--- config.mk ---
export PLATFORM = sky130hd
export DESIGN_NAME = rgb_to_ycbcr422_filtered
export DESIGN_NICKNAME = d
export VERILOG_FILES = /design/src/rtl/core/rgbycc_pkg.sv /design/src/rtl/core/rgb_to_ycbcr422_filtered.sv
export SDC_FILE = /design/constraint.sdc
export NUM_CORES = 1
export LEC_CHECK = 0
export BUFFER_PORTS_ARGS = -buffer_cell sky130_fd_sc_hd__buf_2
export CORE_MARGIN = 2
export CORE_UTILIZATION = 50
export CTS_CLUSTER_DIAMETER = 120
export DETAILED_ROUTE_END_ITERATION = 10
export GPL_ROUTABILITY_DRIVEN = 0
export PLACE_DENSITY = 0.69
export SYNTH_ARGS = -nofsm -noshare
export SYNTH_HDL_FRONTEND = slang
export SYNTH_SLANG_ARGS = --single-unit
--- constraint.sdc ---
create_clock -name aclk -period 7.6 [get_ports aclk]
set_clock_uncertainty 0.15 [all_clocks]
set_input_delay 1.52 -clock aclk [delete_from_list [all_inputs] [get_ports aclk]]
set_output_delay 1.52 -clock aclk [all_outputs]
set_load 0.01 [all_outputs]
--- src/rtl/core/rgbycc_pkg.sv ---
// constants and helpers shared by the rgb to ycbcr 4:2:2 converter
`timescale 1ns / 1ps

package rgbycc_pkg;

    localparam int CFG_W = 13;
    localparam int LINE_WIDTH_RESET = 640;

    // q0.16 bt.601 full-range weights
    localparam logic [15:0] Y_R  = 16'd19595;
    localparam logic [15:0] Y_G  = 16'd38470;
    localparam logic [15:0] Y_B  = 16'd7471;
    localparam logic [15:0] CR_R = 16'd32768;
    localparam logic [15:0] CR_G = 16'd27440;
    localparam logic [15:0] CR_B = 16'd5328;
    localparam logic [15:0] CB_R = 16'd11056;
    localparam logic [15:0] CB_G = 16'd21712;
    localparam logic [15:0] CB_B = 16'd32768;

    localparam logic [23:0] CHROMA_BIAS = 24'd8388608;
    localparam logic [7:0]  CHROMA_MID  = 8'd128;

    // rounded [1,2,1]/4 filter
    function automatic logic [7:0] tap3(input logic [7:0] l, input logic [7:0] c,
                                        input logic [7:0] r);
        logic [9:0] sum;
        sum = 10'(l) + {1'b0, c, 1'b0} + 10'(r) + 10'd2;
        return sum[9:2];
    endfunction

endpackage

--- src/rtl/core/rgb_to_ycbcr422_filtered.sv ---
// top level: rgb888 to ycbcr 4:2:2 with three-tap chroma filter
`timescale 1ns / 1ps

// Pixels enter on the s_axis channel in raster order, one beat per pixel
// (red, green, blue in tdata). Each pixel gives one beat on m_axis: tdata
// carries luma, and on every odd column (and the last column of an
// odd-width line) the filtered Cb/Cr of the even/odd pair, with tuser high.
// Otherwise the chroma bytes are zero. tlast marks the last pixel of a line.
// cfg_we/cfg_wdata set the line width (0 acts as 1, values above MAX_WIDTH
// act as MAX_WIDTH); write it only while the block is idle.
// Throughput is one pixel per clock while m_axis_tready stays high: a
// beat sits in the input register, goes through the color matrix and
// filter in one pass and lands in the output register, which drives
// m_axis_tvalid. The input register can still take a beat while a result
// waits in the output register; when the receiver stalls with both
// registers full, s_axis_tready drops. Reset clears both registers, the
// column counter and the filter history (neighbors at 128), and sets the
// line width to 640.

module rgb_to_ycbcr422_filtered
    import rgbycc_pkg::*;
#(
    parameter int MAX_WIDTH = 4096
) (
    input  logic             aclk,
    input  logic             aresetn,
    input  logic             cfg_we,
    input  logic [CFG_W-1:0] cfg_wdata,
    input  logic             s_axis_tvalid,
    output logic             s_axis_tready,
    input  logic [23:0]      s_axis_tdata,   // red, green, blue
    output logic             m_axis_tvalid,
    input  logic             m_axis_tready,
    output logic [23:0]      m_axis_tdata,   // luma, blue_diff, red_diff
    output logic [0:0]       m_axis_tuser,   // chroma_valid
    output logic             m_axis_tlast    // line_end
);

    localparam int COL_W = (MAX_WIDTH > 2) ? $clog2(MAX_WIDTH) : 1;
    localparam int MW_W  = $clog2(MAX_WIDTH + 1);
    localparam int WW    = (MW_W > CFG_W) ? MW_W : CFG_W;
    localparam logic [WW-1:0] MAX_W = WW'(MAX_WIDTH);
    localparam logic [WW-1:0] RESET_W =
        (LINE_WIDTH_RESET > MAX_WIDTH) ? WW'(MAX_WIDTH) : WW'(LINE_WIDTH_RESET);

    function automatic logic [WW-1:0] clamp_width(input logic [CFG_W-1:0] raw);
        logic [WW-1:0] ext;
        ext = WW'(raw);
        priority if (ext == '0) begin
            return WW'(1);
        end else if (ext > MAX_W) begin
            return MAX_W;
        end else begin
            return ext;
        end
    endfunction

    logic [WW-1:0]    width_reg;
    logic             in_valid_reg;
    logic [23:0]      in_data_reg;
    logic [COL_W-1:0] column_reg, column_next;
    logic [7:0]       left_cb_reg, left_cb_next, left_cr_reg, left_cr_next;
    logic [7:0]       center_cb_reg, center_cb_next, center_cr_reg, center_cr_next;
    logic             out_valid_reg;
    logic [23:0]      out_data_reg, out_data_next;
    logic             out_chroma_reg, out_chroma_next;
    logic             out_last_reg, out_last_next;

    logic        adv_out, fire, s_accept;
    logic [7:0]  red, green, blue, y, cb, cr, ocb, ocr;
    logic [23:0] y_sum;
    logic [24:0] cr_sum, cb_sum;
    logic        last;

    assign adv_out  = !out_valid_reg || m_axis_tready;
    assign fire     = in_valid_reg && adv_out;
    assign s_axis_tready = !in_valid_reg || adv_out;
    assign s_accept = s_axis_tvalid && s_axis_tready;

    assign red   = in_data_reg[7:0];
    assign green = in_data_reg[15:8];
    assign blue  = in_data_reg[23:16];

    always_comb begin
        y_sum  = 24'(red) * 24'(Y_R) + 24'(green) * 24'(Y_G) + 24'(blue) * 24'(Y_B);
        cr_sum = 25'(CHROMA_BIAS) + 25'(red) * 25'(CR_R)
               - 25'(green) * 25'(CR_G) - 25'(blue) * 25'(CR_B);
        cb_sum = 25'(CHROMA_BIAS) + 25'(blue) * 25'(CB_B)
               - 25'(red) * 25'(CB_R) - 25'(green) * 25'(CB_G);
        y  = y_sum[23:16];
        cr = cr_sum[23:16];
        cb = cb_sum[23:16];

        last = (WW'(column_reg) + WW'(1)) >= width_reg;

        center_cb_next  = center_cb_reg;
        center_cr_next  = center_cr_reg;
        left_cb_next    = left_cb_reg;
        left_cr_next    = left_cr_reg;
        ocb             = '0;
        ocr             = '0;
        out_chroma_next = 1'b0;

        if (!column_reg[0]) begin
            center_cb_next = cb;
            center_cr_next = cr;
            if (last) begin
                ocb = tap3(left_cb_reg, cb, CHROMA_MID);
                ocr = tap3(left_cr_reg, cr, CHROMA_MID);
                out_chroma_next = 1'b1;
            end
        end else begin
            ocb = tap3(left_cb_reg, center_cb_reg, cb);
            ocr = tap3(left_cr_reg, center_cr_reg, cr);
            out_chroma_next = 1'b1;
            left_cb_next = cb;
            left_cr_next = cr;
        end

        if (last) begin
            column_next  = '0;
            left_cb_next = CHROMA_MID;
            left_cr_next = CHROMA_MID;
        end else begin
            column_next = column_reg + COL_W'(1);
        end

        out_data_next = {ocr, ocb, y};
        out_last_next = last;
    end

    always_ff @(posedge aclk) begin
        if (!aresetn) begin
            width_reg     <= RESET_W;
            in_valid_reg  <= 1'b0;
            out_valid_reg <= 1'b0;
            column_reg    <= '0;
            left_cb_reg   <= CHROMA_MID;
            left_cr_reg   <= CHROMA_MID;
            center_cb_reg <= CHROMA_MID;
            center_cr_reg <= CHROMA_MID;
        end else begin
            if (cfg_we) begin
                width_reg <= clamp_width(cfg_wdata);
            end
            if (s_accept) begin
                in_valid_reg <= 1'b1;
                in_data_reg  <= s_axis_tdata;
            end else if (fire) begin
                in_valid_reg <= 1'b0;
            end
            if (adv_out) begin
                out_valid_reg <= in_valid_reg;
            end
            if (fire) begin
                column_reg     <= column_next;
                left_cb_reg    <= left_cb_next;
                left_cr_reg    <= left_cr_next;
                center_cb_reg  <= center_cb_next;
                center_cr_reg  <= center_cr_next;
                out_data_reg   <= out_data_next;
                out_chroma_reg <= out_chroma_next;
                out_last_reg   <= out_last_next;
            end
        end
    end

    assign m_axis_tvalid   = out_valid_reg;
    assign m_axis_tdata    = out_data_reg;
    assign m_axis_tuser[0] = out_chroma_reg;
    assign m_axis_tlast    = out_last_reg;

    // chroma bytes are zero on beats without chroma
    a_chroma_zero: assert property (@(posedge aclk) disable iff (!aresetn)
        (m_axis_tvalid && !m_axis_tuser[0]) |-> (m_axis_tdata[23:8] == 16'd0))
        else $error("chroma bytes set without chroma flag");

    // chroma flag follows the column parity, or the line end, of the beat that moved out
    a_chroma_parity: assert property (@(posedge aclk) disable iff (!aresetn)
        fire |=> (m_axis_tuser[0] == ($past(column_reg[0]) || $past(last))))
        else $error("chroma flag does not match column");

    // a line end restarts the column and the left history
    a_line_restart: assert property (@(posedge aclk) disable iff (!aresetn)
        (fire && last) |=> (column_reg == '0 && left_cb_reg == CHROMA_MID
                            && left_cr_reg == CHROMA_MID))
        else $error("line end did not restart filter state");

    // input side only stalls when both registers are full and the sink stalls
    a_stall_cause: assert property (@(posedge aclk) disable iff (!aresetn)
        !s_axis_tready |-> (in_valid_reg && out_valid_reg && !m_axis_tready))
        else $error("input stalled without a full pipeline");

endmodule

==> impl_metrics.yaml, run 1 <==
global_routing:
  grt_start_max_net_pins: 63
  grt_pass1_vias: 15800
  grt_pass1_wl_mm: 79.2
  gr-total-overflow: 0
  grtUsageTotal_pct: 26.1
  antenna_found_initial: 0
sta:
  worstMarginPinSlew_ns: 0.922
  slew_viol_final: 0
  slew_headroom_pct: 38.5
  timing_hold_violations_final: 0
  max_freq_ghz: 0.128
  finalSetupViolations: 8
  min_period_over_period_pct: 103
  rsz0062_at_grt: "yes"
  whs_ns: 0.323
  fin_ws_ns: -0.223
  period_needed_ns: 7.82
synthesis:
  synth_edf_count: 50
  synth_area_leaders: "ha_1 (28%), fa_1 (22%), inv_1 (8.3%)"
  synth-seq-cells: 109
  synth-simple-area-share_pct: 9.44
  synthDistinctLibCells: 78
  syn_avg_cell_area_um2: 9.53
  synth.most_common_cell: "ha_1"
  synth-xor-area-share_pct: 5.27
  yosys-top-cells-count: "ha_1 (426), inv_1 (420), fa_1 (209), nand2_1 (115), a21oi_1 (75)"
  yosysSeqAreaShare_pct: 14.2
  synth_compound_area_share_pct: 11.8
  yosys.area.top_type: "ha_1"
  syn_inst: 1987
  synth_mux_area_share_pct: 0.264
  yosysWarnings: 0
  synthAdderAreaFrac_pct: 50.2
  synthArstFlopShare_pct: 0
  synth_top_flop_cell: "dfxtp_1"
  netlist_area_um2: 18900
  synth_top_family_by_area: "adder cells"
  synth_nets: 2664
  netlist.area_leader.share_pct: 28.1
floorplan:
  design.core.area_um2: 37500
  num_io_pins: 70
  dieWidth_um: 199
  die_y_um: 199
  initial_core_util_pct: 50.5
  fp-row-count: 71
  die_area_um2: 39400
finish:
  synthToLayoutAreaGrowth_pct: 22.1
  final_area_um2: 23100
  final_core_util_pct: 61.7
  drive_gt1_share_pct: 22.3
  layout.nets: 2998
status:
  status: "finished, violations left"
  failed_checks: "negative setup slack"
placed_design:
  post_dp_cell_area_um2: 21800
  port-buffer-count: 69
  detailed_place_hpwl_mm: 41.8
  dp_slack_ns: -0.423
setup_path:
  critical_path.max_fanout: 3
  arrival_ns: 7.80
  cp-start-kind: "flop"
  crit_type: "reg2reg"
  r2r_slack_ns: -0.22
  critPathCaptureType: "flop"
  path_common_cell: "fa_1"
  crit_slowest_cell: "edfxtp_1"
  cpPeakStageDelay_ns: 0.49
  cp_data_required_time_ns: 7.58
cts:
  clkTransAtPathRegs_ns: 0.08
  cts_tree: "yes"
  htree_num_levels: 3
  clk-insertion-delay-late_ns: 0.40
  cts_sinks: 109
  cts_buffers: 9
  cts-root-buf: "clkbuf_16"
  max-clock-path-buffers: 2
drt:
  drcViolationCount: 0
  dr.first_iter.drc_count: 598
  drt_first_pass_iters: 4
  vias: 15000
  drt-vias-per-instance: 5.28
  routedWlPerCell_um: 17.4
  final_antenna_net_count: 0
  routed_wl_mm: 49.4
min_path:
  holdCritPathClass: "reg2reg"
run:
  maxCapViolCount: 0
[logic make-up (layout without fill, tap and decap cells)]
group	after synthesis	in the layout
fa+ha+maj	635	635
buf+inv	443	782
simple gates	356	356
compound gates	325	325
xor+xnor	114	114
flops	109	109
mux	5	5
other cells	0	1
[per-stage QoR]
step | setup TNS, ns | std cells
finish | -1.05 | 2838
floorplan | -1.57 | 1987
global placement | -1.60 | 2789
CTS | -0.530 | 2827
detailed placement | -3.47 | 2789
global route | -5.08 | 2837
[cell usage in the layout, fill, tap and decap left out, types with 6 or more instances in the layout]
cell type | synthesis | final
and3_1 | 20 | 18
xnor2_1 | 70 | 59
nand3b_1 | 8 | 8
a21oi_1 | 75 | 54
nand2b_1 | 15 | 15
or3_1 | 11 | 9
inv_2 | 1 | 14
a21boi_0 | 23 | 23
xor2_1 | 44 | 40
nor3_1 | 27 | 21
xnor2_2 | 0 | 11
o21bai_1 | 13 | 11
dfxtp_1 | 59 | 59
o21a_1 | 15 | 14
or2_2 | 11 | 11
ha_1 | 426 | 392
edfxtp_1 | 50 | 50
nand3_1 | 31 | 30
ha_4 | 0 | 31
o21ai_2 | 3 | 8
nor2b_1 | 28 | 26
buf_2 | 3 | 69
and2_1 | 20 | 20
nand2_1 | 115 | 112
o21ai_0 | 65 | 48
clkbuf_16 | 0 | 9
inv_1 | 420 | 406
a22oi_1 | 12 | 11
a211oi_1 | 11 | 6
buf_4 | 1 | 272
o21ai_1 | 5 | 16
a21oi_2 | 1 | 18
a21o_1 | 40 | 40
nor2_1 | 50 | 46
fa_1 | 209 | 207
[critical path, delay by kind of cell, from the launching register on]
| kind | cells | cell delay (ns) |
|---|---|---|
| buffers and inverters | 7 | 0.56 |
| adders and majority gates | 9 | 3.48 |
| xor gates and xnor gates | 1 | 0.17 |
| and+or+nand+nor | 4 | 0.76 |
| DFF | 1 | 0.49 |
| AOI/OAI and AO/OA | 10 | 1.96 |
[repair_timing]
| action | CTS | global route |
|---|---|---|
| hold buffers | 0 | 0 |
| pin swaps | 60 | 67 |
| buffers inserted | 22 | 14 |
| endpoints found under the setup margin | 13 | 18 |
| gates resized for setup | 62 | 71 |
[path summary, 6_finish.rpt]
kind	from	to	cells past startpoint
min	center_cr_reg[1]	center_cr_reg[1]	2
max	in_data_reg[13]	m_axis_tdata[15]	31
min reg2reg	center_cr_reg[1]	center_cr_reg[1]	2
max reg2reg	in_data_reg[13]	m_axis_tdata[15]	31
[final cells by class]
type | count | area (um^2)
Antenna cell | 1 | 2.50
Clock buffer | 10 | 239
Clock inverter | 6 | 52.6
Fill cell | 3080 | 14400
Inverter | 422 | 1590
Multi-Input combinational cell | 1435 | 15500
Sequential cell | 109 | 2680
Tap cell | 511 | 639
Timing Repair Buffer | 344 | 2430
[layer usage]
metal | share of wire, % | track usage [%] | routed length, um
met1 | 42 | 31.1 | 20800
met2 | 49 | 44.9 | 24200
met3 | 4.5 | 5.51 | 2210
met4 | 4.4 | 11.9 | 2190
met5 | 0 | 0 | 0
Power of run 1 is not shown: default switching activity piles up to over one toggle a cycle in this logic, so the estimate is an artifact.
==> run 2, diff against run 1 <==
--- a/config.mk
+++ b/config.mk
@@ -7,11 +7,12 @@
 export LEC_CHECK = 0
 export BUFFER_PORTS_ARGS = -buffer_cell sky130_fd_sc_hd__buf_2
 export CORE_MARGIN = 2
-export CORE_UTILIZATION = 50
+export CORE_UTILIZATION = 55
 export CTS_CLUSTER_DIAMETER = 120
 export DETAILED_ROUTE_END_ITERATION = 10
 export GPL_ROUTABILITY_DRIVEN = 0
-export PLACE_DENSITY = 0.69
+export GPL_TIMING_DRIVEN = 1
+export PLACE_DENSITY = 0.75
 export SYNTH_ARGS = -nofsm -noshare
 export SYNTH_HDL_FRONTEND = slang
 export SYNTH_SLANG_ARGS = --single-unit
==> run 2 against run 1 <==
Against the previous run: the flow still finishes with violations (negative setup slack); sequential share of layout area barely moved; first-iteration DRC count rose by 37%; core utilization rose by 7.1 points; worst setup slack got worse by 0.26 ns; global-route usage rose by 2.7 points; critical path type unchanged.
==> impl_metrics.yaml, run 2 (synthesized netlist as in run 1, its figures left out) <==
sta:
  finalSetupViolations: 13
  fin_ws_ns: -0.486
  min_period_over_period_pct: 106
  rsz0062_at_grt: "yes"
  worstMarginPinSlew_ns: 0.869
  period_needed_ns: 8.09
  slew_headroom_pct: 42.0
  max_freq_ghz: 0.124
  timing_hold_violations_final: 0
  slew_viol_final: 0
global_routing:
  antenna_found_initial: 0
  gr-total-overflow: 0
  grt_start_max_net_pins: 63
  grt_pass1_vias: 16400
  grt_pass1_wl_mm: 81.7
  grtUsageTotal_pct: 28.7
setup_path:
  timing.rr.start: "in_data_reg[21]"
  endpoint: "m_axis_tdata[20]"
  cpPeakStageDelay_ns: 0.53
  crit_type: "reg2reg"
  critical_path.max_fanout: 4
  cp_data_required_time_ns: 7.58
  critPathCaptureType: "flop"
  r2r-end: "m_axis_tdata[20]"
  r2r_slack_ns: -0.49
  reg2reg_depth: 34
  crit_slowest_cell: "fa_1"
  crit_path_start: "in_data_reg[21]"
  arrival_ns: 8.07
  cp-start-kind: "flop"
min_path:
  holdCritPathClass: "reg2reg"
floorplan:
  num_io_pins: 70
  die_area_um2: 35900
  design.core.area_um2: 33700
  fp-row-count: 67
  initial_core_util_pct: 56.2
  dieWidth_um: 190
  die_y_um: 190
run:
  maxCapViolCount: 0
cts:
  cts_buffers: 9
  cts_sinks: 109
  clkTransAtPathRegs_ns: 0.08
  max-clock-path-buffers: 2
  cts_tree: "yes"
  htree_num_levels: 3
  clk-insertion-delay-late_ns: 0.38
  cts-root-buf: "clkbuf_16"
  hold_buffers: 0
placed_design:
  port-buffer-count: 69
  detailed_place_hpwl_mm: 40.8
  dp_cells: 2718
  dp_slack_ns: -0.423
drt:
  vias: 15400
  drt-vias-per-instance: 5.55
  dr.first_iter.drc_count: 817
  routed_wl_mm: 50.9
  drt_first_pass_iters: 7
  routedWlPerCell_um: 18.3
  final_antenna_net_count: 0
  drcViolationCount: 0
finish:
  final_cell_mix: "inv_1 (404), ha_1 (388), buf_4 (270)"
  drive_gt1_share_pct: 22.6
  synthToLayoutAreaGrowth_pct: 22.3
  layout.nets: 3003
  antenna_cells: 0
  stdcell_count: 2779
  layout_commonest_cell: "inv_1"
status:
  status: "finished, violations left"
  failed_checks: "negative setup slack"
[run 2: cell count changes in the layout (fill, tap and decap cells not counted), sizes merged]
cell      before  now
buf          344  349
clkbuf        10   11
clkinv         3    2
clkinvlp       1    0
diode          1    0
inv          424  425
[run 2: worst min path at each step]
stage,from,to,depth (start not counted)
after floorplan,center_cb_reg[0],center_cb_reg[0],2
after global placement,center_cb_reg[0],center_cb_reg[0],2
after detailed placement,center_cb_reg[0],center_cb_reg[0],2
after CTS,center_cb_reg[0],center_cb_reg[0],2
after global routing,center_cb_reg[7],center_cb_reg[7],2
final,center_cb_reg[0],center_cb_reg[0],2
[run 2: repair_timing]
| item | CTS | global route |
|---|---|---|
| setup buffers | 24 | 26 |
| pin swaps | 61 | 85 |
| endpoints found under the setup margin | 13 | 19 |
| gates resized for setup | 72 | 80 |
[run 2: per-layer routing]
| metal | GRT usage, % | vias to the layer above | routed length (um) |
|---|---|---|---|
| met5 | 0 | - | 0 |
| met4 | 13.1 | 0 | 2670 |
| met3 | 4.54 | 169 | 2460 |
| met2 | 51.2 | 447 | 25300 |
| met1 | 34.1 | 7527 | 20500 |
| li1 | - | 7280 | - |
[run 2: per-stage QoR]
stage | area, um^2 | TNS [ns] | hold slack, ns | util [%]
4_1_cts | 22600 | -1.47 | 0.324 | 67.0
5_1_grt | 23200 | -8.19 | 0.346 | 68.7
3_5_place_dp | 21700 | -3.66 | 0.313 | 64.4
2_1_floorplan | 19100 | -1.57 | 0.293 | -
6_report | 23200 | -3.74 | 0.320 | 68.7
3_3_place_gp | 21700 | -1.69 | 0.307 | 64.4
[run 2: worst max-delay path, delay by kind of cell (launching register included)]
kind	cells	cell delay, ns
AND/OR/NAND/NOR	6	1.46
flip-flops	1	0.47
adder cells (fa/ha/maj)	9	3.45
buffers and inverters	9	0.54
AO/OA/AOI/OAI	8	1.47
XOR/XNOR	2	0.31
[run 2: cell type report]
class,count,area (um^2)
Inverter,422,1590
Timing Repair Buffer,349,2490
Clock buffer,11,253
Sequential cell,109,2680
Fill cell,2438,10500
Clock inverter,5,46.3
Multi-Input combinational cell,1435,15500
Tap cell,448,561
Power of run 2 is left out for the same reason.
